<file path="src/rtl/core/fdss_pkg.sv">
// Shared types, constants and functions for the four-digit seven-segment scanner.
`timescale 1ns / 1ps
`default_nettype none

package fdss_pkg;

    // Command codes carried in the command field of an input word.
    localparam logic CMD_LOAD = 1'b0;
    localparam logic CMD_TICK = 1'b1;

    // View modes. Codes above plain view are kept and display like plain view.
    localparam logic [2:0] VIEW_TIME        = 3'd0;
    localparam logic [2:0] VIEW_TEMPERATURE = 3'd1;
    localparam logic [2:0] VIEW_DATE        = 3'd2;
    localparam logic [2:0] VIEW_DAY         = 3'd3;
    localparam logic [2:0] VIEW_PLAIN       = 3'd4;

    // Glyph codes beyond the decimal digits.
    localparam logic [3:0] GLYPH_DASH  = 4'd10;
    localparam logic [3:0] GLYPH_C     = 4'd11;
    localparam logic [3:0] GLYPH_BLANK = 4'd12;

    // Largest number the display holds; larger numbers saturate to it.
    localparam logic [13:0] NUMBER_MAX = 14'd9999;

    // Decimal point bit in the segment byte.
    localparam logic [7:0] SEG_DP = 8'h80;

    // Input word.
    typedef struct packed {
        logic        command;
        logic [13:0] number;
        logic [2:0]  view_mode;
        logic        edit_minutes;
        logic        blink_phase;
    } fdss_cmd_t;

    // Output word.
    typedef struct packed {
        logic [3:0] digit_enable;
        logic [7:0] segments;
    } fdss_disp_t;

    // Active-high segment pattern, bit 6 g down to bit 0 a.
    function automatic logic [7:0] glyph_bits(input logic [3:0] g);
        logic [7:0] s;
        case (g)
            4'd0:        s = 8'b0011_1111;
            4'd1:        s = 8'b0000_0110;
            4'd2:        s = 8'b0101_1011;
            4'd3:        s = 8'b0100_1111;
            4'd4:        s = 8'b0110_0110;
            4'd5:        s = 8'b0110_1101;
            4'd6:        s = 8'b0111_1101;
            4'd7:        s = 8'b0000_0111;
            4'd8:        s = 8'b0111_1111;
            4'd9:        s = 8'b0110_1111;
            GLYPH_DASH:  s = 8'b0100_0000;
            GLYPH_C:     s = 8'b0011_1001;
            GLYPH_BLANK: s = 8'b0000_0000;
            default:     s = 8'b0000_0000;
        endcase
        return s;
    endfunction

endpackage

`default_nettype wire

</file>
<file path="src/rtl/core/fdss_digit_split.sv">
// Combinational saturation and decimal digit split of a loaded number.
`timescale 1ns / 1ps
`default_nettype none

module fdss_digit_split (
    input  wire logic [13:0]     number,
    output logic      [3:0][3:0] digits
);

    // Reciprocal multipliers, rounded up; exact quotients for every number up to 9999.
    localparam logic [13:0] RECIP_10   = 14'd13108;
    localparam logic [13:0] RECIP_100  = 14'd5243;
    localparam logic [13:0] RECIP_1000 = 14'd8389;

    logic [13:0] sat_num;
    logic [26:0] prod_10;
    logic [25:0] prod_100;
    logic [26:0] prod_1000;
    logic [9:0]  quot_10;
    logic [6:0]  quot_100;
    logic [3:0]  quot_1000;

    // The three quotients come from parallel constant multiplies; each low digit is
    // the number or a quotient minus ten times the next; digit 3 is a quotient.
    always_comb
    begin
        sat_num   = (number > fdss_pkg::NUMBER_MAX) ? fdss_pkg::NUMBER_MAX : number;
        prod_10   = 27'(sat_num) * 27'(RECIP_10);
        prod_100  = 26'(sat_num) * 26'(RECIP_100);
        prod_1000 = 27'(sat_num) * 27'(RECIP_1000);
        quot_10   = prod_10[26:17];
        quot_100  = prod_100[25:19];
        quot_1000 = prod_1000[26:23];
        digits[0] = 4'(sat_num - 14'(quot_10) * 14'd10);
        digits[1] = 4'(quot_10 - 10'(quot_100) * 10'd10);
        digits[2] = 4'(quot_100 - 7'(quot_1000) * 7'd10);
        digits[3] = quot_1000;
    end

endmodule

`default_nettype wire

</file>
<file path="src/rtl/core/fdss_render.sv">
// Display state, scan counter and segment rendering with the output register.
`timescale 1ns / 1ps
`default_nettype none

module fdss_render (
    input  wire logic                  clk,
    input  wire logic                  rst_n,
    input  wire logic                  item_valid,
    output logic                       item_ready,
    input  wire fdss_pkg::fdss_cmd_t   item,
    input  wire logic [3:0][3:0]       item_digits,
    output logic                       disp_valid,
    input  wire logic                  disp_stall,
    output fdss_pkg::fdss_disp_t       disp_data
);

    logic [1:0]       scan_reg;
    logic [3:0][3:0]  digits_reg;
    logic [2:0]       view_reg;
    logic             out_valid_reg;
    fdss_pkg::fdss_disp_t out_reg, out_next;
    logic             out_free;
    logic             load_fire, tick_fire;
    logic             blank_pair;
    logic [3:0]       glyph;

    // Loads never wait; ticks wait for room in the output register.
    assign out_free   = !out_valid_reg || !disp_stall;
    assign item_ready = (item.command == fdss_pkg::CMD_LOAD) || out_free;
    assign load_fire  = item_valid && (item.command == fdss_pkg::CMD_LOAD);
    assign tick_fire  = item_valid && (item.command == fdss_pkg::CMD_TICK) && out_free;

    // Pick the glyph and enable for the digit under scan.
    always_comb
    begin
        blank_pair            = item.edit_minutes && !item.blink_phase;
        out_next.digit_enable = 4'b0001 << scan_reg;
        glyph                 = digits_reg[scan_reg];
        case (scan_reg)
            2'd0:
            begin
                if (view_reg == fdss_pkg::VIEW_DAY)
                begin
                    glyph = fdss_pkg::GLYPH_DASH;
                end
                else if (view_reg == fdss_pkg::VIEW_TEMPERATURE)
                begin
                    glyph = fdss_pkg::GLYPH_C;
                end
                if (blank_pair)
                begin
                    out_next.digit_enable = 4'b0000;
                end
            end
            2'd1:
            begin
                if (blank_pair)
                begin
                    out_next.digit_enable = 4'b0000;
                end
            end
            2'd2:
            begin
                if (view_reg == fdss_pkg::VIEW_DAY)
                begin
                    glyph = fdss_pkg::GLYPH_DASH;
                end
            end
            default:
            begin
                if (view_reg == fdss_pkg::VIEW_DAY)
                begin
                    glyph = fdss_pkg::GLYPH_BLANK;
                end
            end
        endcase
        out_next.segments = fdss_pkg::glyph_bits(glyph);
        // Digit 2 carries the decimal point in some views.
        if ((scan_reg == 2'd2) &&
            (((view_reg == fdss_pkg::VIEW_TIME) && !item.blink_phase) ||
             (view_reg == fdss_pkg::VIEW_DATE) ||
             (view_reg == fdss_pkg::VIEW_TEMPERATURE)))
        begin
            out_next.segments = out_next.segments | fdss_pkg::SEG_DP;
        end
    end

    // Display state and scan position.
    always_ff @(posedge clk or negedge rst_n)
    begin
        if (!rst_n)
        begin
            scan_reg      <= 2'd0;
            digits_reg    <= '0;
            view_reg      <= fdss_pkg::VIEW_TIME;
            out_valid_reg <= 1'b0;
        end
        else
        begin
            if (load_fire)
            begin
                digits_reg <= item_digits;
                view_reg   <= item.view_mode;
            end
            if (tick_fire)
            begin
                scan_reg <= scan_reg + 2'd1;
            end
            if (out_free)
            begin
                out_valid_reg <= tick_fire;
            end
        end
    end

    // Output word register.
    always_ff @(posedge clk)
    begin
        if (tick_fire)
        begin
            out_reg <= out_next;
        end
    end

    assign disp_valid = out_valid_reg;
    assign disp_data  = out_reg;

endmodule

`default_nettype wire

</file>
<file path="src/rtl/core/four_digit_seven_segment_scanner_unit.sv">
// Top level of the four-digit seven-segment scanner.
//
// The cmd channel (cmd_valid, cmd_stall, cmd_data) takes one word per cycle
// while cmd_stall is low. A load word saturates its number to 9999, splits
// it into four decimal digits kept with the view mode and gives no output.
// A tick word renders the digit under scan (0, 1, 2, 3, 0, ...) and gives
// one word on the disp channel (disp_valid, disp_stall, disp_data): a
// one-hot or zero digit enable and an active-high segment byte, dp in bit 7.
// A tick word reaches disp_valid through the input register and then the
// output register. Throughput is one word per cycle while no stall holds the
// flow, set by the single pass of combinational logic between the two
// registers. A load leaves the input register in the next cycle even while
// the output word is stalled.
// While disp_stall is high a valid output word holds; a tick waiting in the
// input register stays there and cmd_stall is high until the output frees.
// Reset clears both valid flags, the scan position, the stored digits to
// zero and the view to time view.
`timescale 1ns / 1ps
`default_nettype none

module four_digit_seven_segment_scanner_unit (
    input  wire logic                 clk,
    input  wire logic                 rst_n,
    input  wire logic                 cmd_valid,
    output logic                      cmd_stall,
    input  wire fdss_pkg::fdss_cmd_t  cmd_data,
    output logic                      disp_valid,
    input  wire logic                 disp_stall,
    output fdss_pkg::fdss_disp_t      disp_data
);

    logic                  in_valid_reg;
    fdss_pkg::fdss_cmd_t   in_reg;
    logic                  in_ready;
    logic                  render_ready;
    logic [3:0][3:0]       load_digits;

    // Input register takes a word when empty or when its word moves on.
    assign in_ready  = !in_valid_reg || render_ready;
    assign cmd_stall = !in_ready;

    always_ff @(posedge clk or negedge rst_n)
    begin
        if (!rst_n)
        begin
            in_valid_reg <= 1'b0;
        end
        else if (in_ready)
        begin
            in_valid_reg <= cmd_valid;
        end
    end

    always_ff @(posedge clk)
    begin
        if (in_ready && cmd_valid)
        begin
            in_reg <= cmd_data;
        end
    end

    // Decimal digits of the number held in the input register.
    fdss_digit_split u_split (
        .number (in_reg.number),
        .digits (load_digits)
    );

    // Display state and rendering.
    fdss_render u_render (
        .clk         (clk),
        .rst_n       (rst_n),
        .item_valid  (in_valid_reg),
        .item_ready  (render_ready),
        .item        (in_reg),
        .item_digits (load_digits),
        .disp_valid  (disp_valid),
        .disp_stall  (disp_stall),
        .disp_data   (disp_data)
    );

endmodule

`default_nettype wire

</file>
<file path="config.mk">
export PLATFORM = sky130hd
export DESIGN_NAME = four_digit_seven_segment_scanner_unit
export DESIGN_NICKNAME = d
export VERILOG_FILES = /design/src/rtl/core/fdss_pkg.sv /design/src/rtl/core/fdss_digit_split.sv /design/src/rtl/core/fdss_render.sv /design/src/rtl/core/four_digit_seven_segment_scanner_unit.sv
export SDC_FILE = /design/constraint.sdc
export NUM_CORES = 1
export LEC_CHECK = 0
export BUFFER_PORTS_ARGS = -buffer_cell sky130_fd_sc_hd__buf_2
export CAP_MARGIN = 20
export CORE_ASPECT_RATIO = 0.9
export CORE_MARGIN = 2
export CORE_UTILIZATION = 45
export CTS_BUF_LIST = sky130_fd_sc_hd__clkbuf_8
export DETAILED_ROUTE_END_ITERATION = 6
export PLACE_DENSITY = 0.57
export SYNTH_ARGS = -nofsm -noshare
export SYNTH_HDL_FRONTEND = slang
export SYNTH_SLANG_ARGS = --single-unit
</file>
<file path="constraint.sdc">
create_clock -name clk -period 10.5 [get_ports clk]
set_input_delay 1.05 -clock clk [delete_from_list [all_inputs] [get_ports clk]]
set_output_delay 1.05 -clock clk [all_outputs]
set_load 0.01 [all_outputs]
</file>
Yosys cells after proc, flatten, opt, wreduce, memory -nomap -nowiden. Memory sizes are Yosys's and may differ from the RTL's. A register that Yosys moved wholly into a read port is not among the register bits. Cells that the tools add are included.

Flip-flop bits (word level): 48. ROM bits: 112. Input port bits: 24. Word-level logic and storage cells: 65. Memories: 1.

Memory list: (name not given) (depth 16, width 7, rd ports 1, clocked after memory_dff 1, wr ports 0, RTL line fdss_pkg.sv:47) `case (g)`.

$add $sub $neg: 4. $mul: 6. Order comparisons: 2. Equality and inequality tests: 5. Shifts and indexed selects: 1. Muxes and demuxes: 10. Bitwise operators: 1. Reductions and logical operators: 20.

Operators with widths (number): 4-bit 2-to-1 mux (7); 14-bit by 14-bit multiplier with 27-bit output, second input constant (1); 14-bit by 13-bit multiplier with 26-bit output, second input constant (1); 14-bit by 12-bit multiplier with 25-bit output, second input constant (1); 14-bit greater-than comparator, second input constant (1); 14-bit 2-to-1 mux (1); 4-bit case mux with 3 select lines (1); 4-bit subtractor (3); 10-bit by 3-bit multiplier with 3-bit output, second input constant (1); 4-bit binary-select mux with 2-bit select (1); 1-bit logical AND (7); 7-bit by 3-bit multiplier with 3-bit output, second input constant (1); 3-bit by 2-bit == test with 1-bit output, second input constant (2); 1-bit logical NOT (5); 1-bit logical OR (5); 4-bit by 3-bit multiplier with 3-bit output, second input constant (1); 1-bit by 2-bit left shift with 4-bit output, first input constant (1); 3-bit by 1-bit == test with 1-bit output, second input constant (1); 3-bit logical NOT (1); 2-bit by 3-bit less-than comparator with 1-bit output, second input constant (1); 2-bit by 1-bit adder with 2-bit output, second input constant (1); 2-bit by 1-bit == test with 1-bit output, second input constant (1); 2-bit == test, second input constant (1); 2-bit logical NOT (1); 2 further kinds (2).

Logic depth before layout (Yosys ltp). Gate-level depths: netlist (run 1).

Word-level depth: 5. Gate-level depth with buffers: 35.

By module. A second synthesis (run 1) with hierarchy kept.

Cell total of the unflattened synthesis: 984. Area total of the unflattened synthesis: 9799.4 um^2.

Modules (own cells, without submodules): fdss_digit_split (instances 1, cells each 828, area an instance 7408.4 um^2, sequential area each 0.0 um^2); fdss_render (instances 1, cells each 131, area an instance 1732.9 um^2, sequential area each 910.9 um^2); four_digit_seven_segment_scanner_unit (instances 1, cells each 25, area an instance 658.1 um^2, sequential area each 625.6 um^2).

Worst setup path after synthesis (run 1). Ideal clock, no wire load.

Kind: register to register. Start: reg in_reg[10] in the netlist's numbering. End: reg u_render.digits_reg[7] in the netlist's numbering. Arrival: 7.243 ns. Slack: 3.126 ns. Cell stages (with the launch flop): 33. Period minus slack after synthesis: 7.374 ns. Cells stage by stage: edfxtp_1 -> buf_6 -> nor4_4 -> o21ai_2 -> and2_2 -> clkbuf_1 -> nor2_1 -> inv_1 -> ha_1 -> inv_1 -> fa_1 -> inv_1 -> fa_1 -> inv_1 -> fa_1 -> fa_1 -> inv_1 -> ha_1 -> and2_1 -> o21ai_0 -> a21oi_1 -> o41ai_1 -> o221ai_2 -> xnor2_1 -> inv_1 -> ha_1 -> fa_1 -> xor2_1 -> xnor2_1 -> xnor2_1 -> xnor3_1 -> xnor2_1 -> o21ai_1.

Longest elaborated chain between the ends: 5. Elaborated cells on any way between the ends: 6. Those cells by class: add/sub: 1; mul: 3; order compare: 1; mux: 1.

Ends and longest elaborated chain: start, declared (RTL line four_digit_seven_segment_scanner_unit.sv:33) `fdss_pkg::fdss_cmd_t in_reg;`; start signal, assigned (RTL line four_digit_seven_segment_scanner_unit.sv:58) `in_reg <= cmd_data;`; 14-bit greater-than comparator (RTL line fdss_digit_split.sv:27) `sat_num = (number > fdss_pkg::NUMBER_MAX) ? fdss_pkg::NUMBER_MAX : number;`; 14-bit 2-to-1 mux * (RTL line fdss_digit_split.sv:27); 14-bit by 13-bit multiplier with 26-bit output (RTL line fdss_digit_split.sv:29) `prod_100 = 26'(sat_num) * 26'(RECIP_100);`; 7-bit by 3-bit multiplier with 3-bit output (RTL line fdss_digit_split.sv:35) `digits[1] = 4'(quot_10 - 10'(quot_100) * 10'd10);`; 4-bit subtractor * (RTL line fdss_digit_split.sv:35); end signal, assigned (RTL line fdss_render.sv:102) `digits_reg <= item_digits;`; end, declared (RTL line fdss_render.sv:18) `logic [3:0][3:0] digits_reg;`.

Mark *: on every way between the ends. The rest lies on a longest branch, timed or not. A chain may end at the register's enable or synchronous reset.

Final worst setup path (run 1).
Start: reg in_reg[9] in the netlist's numbering. End: reg u_render.digits_reg[7] in the netlist's numbering.

The elaborated chain is that of the path after synthesis.

==> flow_summary.ini, run 1 <==
[logic_synthesis]
synthCells = 1011
synth_compound_area_frac = 0.0819
synthSimpleGateAreaFrac = 0.0840
synth_area_leaders = ha_1 (26%), fa_1 (23%), inv_1 (10%)
yosysWarnings = 0
synth_top_area_frac = 0.261
synth.avg_cell_area_um2 = 9.64
synthAdderAreaFrac = 0.493
synth_top_family_by_area = adder cells
syn_area_um2 = 9740
async_reset_ff_frac = 0.418
syn_nets = 1351
synth_edf_count = 32
muxShareOfSynthArea = 0.0205
ys_dominant_reg_cell = edfxtp_1
synthDistinctLibCells = 59
ys_seq_area_frac = 0.158
synthXorXnorAreaFrac = 0.0508
yosysTopAreaCell = ha_1
ys_ff_latch = 55

[setup_path]
worst_setup_path_end_kind = register
regToRegStartpoint = in_reg[9]
rr_worst_depth = 30
slowest_stage = nor2_1
arrival_ns = 9.13
cp_max_fo = 13
rrSetupSlack_ns = 1.57
critPathKind = reg2reg
rr_endpoint = u_render.digits_reg[7]
path_common_cell = inv_1
worstSetupStartpointType = register
critPathMaxStageDelay_ns = 0.73
crit_required_ns = 10.70

[clock_network]
cts.sinks = 55
cts_resized = 0
cts.clk_slew.worst_paths_ns = 0.10
numCtsBuffers = 5
cts_tree = built
postCtsSetupBuffers = 0
root_buffer = clkbuf_8
cts_buffer_depth = 2
htree_levels = 2
worstSkewPairLatency_ns = 0.31
holdBufCountCts = 0

[power]
combPwrFrac = 0.851
ir_drop_uv = 191
p_sw_uw = 1610
clkPwrFrac = 0.039
p_sw_frac = 0.506
p_leak_uw = 0.00551
internal_power_uw = 1570
p_per_area_nw_per_um2 = 308
seqPwrFrac = 0.110

[timing]
timing.final.crit_share = 0.850
fmax_mhz = 112
rsz0062_at_grt = false
relSlewSlack = 0.370
fin_crit_ns = 8.93
finalSetupViolCount = 0
finalHoldViolations = 0
skew_ns = 0.00831
tightest_slew_ns = 0.945
slew_viol_final = 0
setup_tns_ns = 0

[flow_run]
drv_cap = 0

[min_path]
min_delay_worst_endpoint = u_render.view_reg[1]
min_from = in_reg[3]
hold_class = reg2reg
whs_path_depth = 1

[placement]
portBuffers = 37
placedInstanceArea_um2 = 10200
gp_congestion = 0.910
dpl.hpwl_mm = 21.5

[routing]
drc = 0
routed_via_density = 5.11
detail-route-antenna-nets = 0
drtPass1Iterations = 5
drtIter0Drc = 375
wire_per_inst_um = 18.7
wl_mm = 24.9
dr_total_vias = 6800

[global_route]
grt-ovfl-total = 0
grt_use_total = 0.226
antenna_found_initial = 0
grt_max_degree = 31
grt_pass1_vias = 6902
grt_pass1_wl_mm = 39.5

[cells_and_area]
final_common_cell = inv_1
nets = 1380
fin_area_um2 = 10300
n_antenna_cell = 0
drive_gt1_frac = 0.0720
areaGrowthSynthToFinish_pct = 6.06
final_cell_mix = inv_1 (271), ha_1 (203), fa_1 (113), nand2_1 (47), xnor2_1 (46)
largest_reg_flops = 20

[floorplan]
coreArea_um2 = 21400
dieArea_um2 = 22800
start_util = 0.454
ios = 38
die_h_um = 144
die_w_um = 159
rows = 51

[outcome]
outcome = finished, final reports clean
area by class of cell:
class,count,area [µm²]
well taps,291,364
clock buffers,6,82.6
multi-input cells,667,7110
clock inverters,2,12.5
inverters,271,1020
fillers,2141,11100
flip-flops and latches,55,1540
repair buffers,40,208
worst max-delay path by stage:
stage                    start                     end  cells past startpoint
floorplan           in_reg[10]  u_render.digits_reg[7]                     32
global placement     in_reg[9]  u_render.digits_reg[7]                     30
detailed placement   in_reg[9]  u_render.digits_reg[7]                     30
CTS                  in_reg[9]  u_render.digits_reg[7]                     30
global route         in_reg[9]  u_render.digits_reg[7]                     30
finish               in_reg[9]  u_render.digits_reg[7]                     30
cells by family after synthesis:
kind of cell	Yosys count
compound gates	120
xor+xnor	55
fa+ha+maj	316
buf+inv	289
flops	55
mux	14
simple gates	162
power by group through the flow:
stage	clock [µW]	combinational, µW	sequential (µW)
6_report	125	2710	349
3_5_place_dp	0	2700	355
5_1_grt	138	3110	356
4_1_cts	128	2740	349
2_1_floorplan	0	2020	344
3_3_place_gp	0	2680	353
stage by stage:
stage,util,std cells,power (µW),hold WS [ns],setup WS [ns]
6_report,0.482,1332,3190,0.473,1.57
5_1_grt,0.482,1332,3600,0.483,1.14
4_1_cts,0.482,1332,3210,0.479,1.61
3_5_place_dp,0.478,1324,3060,0.465,1.68
3_3_place_gp,0.478,1324,3030,0.459,1.73
2_1_floorplan,-,1011,2370,0.445,3.13
synth_stat cells (all sizes together), types with 15 or more instances:
cell type and n:
a21oi 34, edfxtp 32, clkbuf 15, nand2 47, xnor2 46, inv 270, ha 203, fa 113
o21ai 24, dfrtp 23, a21o 18, nor2 35
critical path, delay by kind of cell, from the launching register on:
| kind | cells | cell delay [ns] |
|---|---|---|
| AND/OR/NAND/NOR | 4 | 1.54 |
| adder cells (fa/ha/maj) | 8 | 3.37 |
| flip-flops | 1 | 0.63 |
| buffers and inverters | 6 | 0.69 |
| AO/OA/AOI/OAI | 6 | 1.00 |
| XOR/XNOR | 6 | 1.58 |
per-layer routing:
metal | GRT usage | share of wire
met2 | 0.376 | 0.47
met4 | 0.0545 | 0.023
met3 | 0.0190 | 0.029
met1 | 0.323 | 0.48
met5 | 0 | 0
No activity file was read; power rests on OpenSTA's default activity.
==> run 2: changes to the inputs <==
==> constraint.sdc (replaced) <==
create_clock -name clk -period 9 [get_ports clk]
set_input_delay 0.9 -clock clk [delete_from_list [all_inputs] [get_ports clk]]
set_output_delay 0.9 -clock clk [all_outputs]
set_load 0.01 [all_outputs]
==> run 2 against run 1 <==
Worst setup slack worse by 0.82 ns. Via count down 1.1%. Sequential power up 16%. Routed wire length down 2.9%. Maximum frequency up 8.3%. Clock-buffer cell count down 1. Critical endpoint unchanged.
==> flow_summary.ini, run 2 (synthesis results as in run 1) <==
[placement]
placedInstanceArea_um2 = 10300
portBuffers = 37
gp_congestion = 0.962
dpl.hpwl_mm = 21.3
dp.cells = 1329
pre_cts_slack_ns = 0.818

[setup_path]
critPathLaunch = in_reg[9]
regToRegStartpoint = in_reg[9]
cp_max_fo = 13
worst_setup_path_end_kind = register
crit_required_ns = 9.17
slowest_stage = xnor2_1
critPathKind = reg2reg
path_common_cell = ha_1
worstSetupStartpointType = register
critical_path.top_delay_family = adder cells
arrival_ns = 8.42
critPathMaxStageDelay_ns = 0.63
crit_buf_inv = 4

[cells_and_area]
drive_gt1_frac = 0.0765
final_common_cell = inv_1
final_cell_mix = inv_1 (271), ha_1 (203), fa_1 (113), nand2_1 (47), xnor2_1 (46)
nets = 1385
n_antenna_cell = 0
finalNonFillerCells = 1337
fin_area_um2 = 10400
largest_reg_flops = 20
areaGrowthSynthToFinish_pct = 6.61

[global_route]
grt_pass1_vias = 6637
busiest_layer = met2
grt_util_met2 = 0.362
grt-ovfl-total = 0
use_met1 = 0.308
grt_use_total = 0.219
antenna_found_initial = 1
grt_pass1_wl_mm = 37.9
grt_use_met3 = 0.0303
grt_max_degree = 31

[floorplan]
coreArea_um2 = 21400
ios = 38
start_util = 0.454
die_h_um = 144
rows = 51
die_w_um = 159
dieArea_um2 = 22800

[power]
p_per_area_nw_per_um2 = 362
p_leak_uw = 0.00555
ir_drop_uv = 412

[min_path]
hold_class = reg2reg
min_from = u_render.digits_reg[13]

[timing]
fmax_mhz = 121
finalSetupViolCount = 0
slew_viol_final = 0
setup_tns_ns = 0
tightest_slew_ns = 1.05
finalHoldViolations = 0
whs_ns = 0.489
timing.final.ws_setup_ns = 0.752
relSlewSlack = 0.303
rsz0062_at_grt = false
fin_crit_ns = 8.25
timing.final.crit_share = 0.916
skew_ns = 0.00764

[clock_network]
postCtsSetupBuffers = 0
cts.clk_slew.worst_paths_ns = 0.10
htree_levels = 2
cts_resized = 0
worstSkewPairLatency_ns = 0.31
numCtsBuffers = 5
root_buffer = clkbuf_8
cts_buffer_depth = 2
cts.sinks = 55
holdBufCountCts = 0
cts_tree = built

[routing]
drtPass1Iterations = 5
wire_per_inst_um = 18.0
drc = 0
dr_total_vias = 6723
wl_mm = 24.1
detail-route-antenna-nets = 0
routed_via_density = 5.03
drtIter0Drc = 412

[outcome]
outcome = finished, final reports clean

[flow_run]
drv_cap = 0
## run 2: changes by cell type in the layout (fill, tap and decap cells not counted), sizes merged
cell and change:
bufinv +1, clkinv -1, inv +1, clkbuf -1
buf +5
## run 2: per-stage QoR
| stage | power (µW) | utilization |
|---|---|---|
| floorplan | 2760 | - |
| global placement | 3580 | 0.479 |
| detailed placement | 3610 | 0.479 |
| CTS | 3810 | 0.485 |
| global route | 4250 | 0.485 |
| finish | 3760 | 0.485 |
## run 2: per-layer routing
metal | vias up | wire length [µm]
met5 | - | 0
met4 | 0 | 535
met3 | 31 | 1030
met2 | 138 | 11200
met1 | 3244 | 11400
li1 | 3310 | -
## run 2: worst register-to-register path, delay by kind of cell, from the launching register on
kind	cells	cell delay (ns)
AO/OA/AOI/OAI	8	1.31
XOR/XNOR	6	1.63
adder cells (fa/ha/maj)	9	3.14
buffers and inverters	4	0.46
flip-flops	1	0.62
AND/OR/NAND/NOR	3	0.94
## run 2: path summary, 6_finish.rpt
kind,cells after the start,to,slack [ns]
worst max register to register,30,u_render.digits_reg[7],0.75
min in group asynchronous,1,u_render.digits_reg[13],0.54
worst max-delay path,30,u_render.digits_reg[7],0.75
worst min-delay path,2,u_render.digits_reg[13],0.49
worst min register to register,2,u_render.digits_reg[13],0.49
max in group asynchronous,1,u_render.disp_valid,8.10
## run 2: where the power goes
| part | leakage (µW) | internal [µW] | switching, µW |
|---|---|---|---|
| sequential | 0.000584 | 361 | 44.8 |
| clock | 0.0000599 | 83.1 | 84.6 |
| combinational | 0.00490 | 1410 | 1780 |
## run 2: final cells by class
class	count	area, µm²
clock buffers	5	68.8
clock inverters	3	42.5
fillers	2087	11100
inverters	271	1020
multi-input cells	667	7110
flip-flops and latches	55	1540
well taps	291	364
repair buffers	45	245
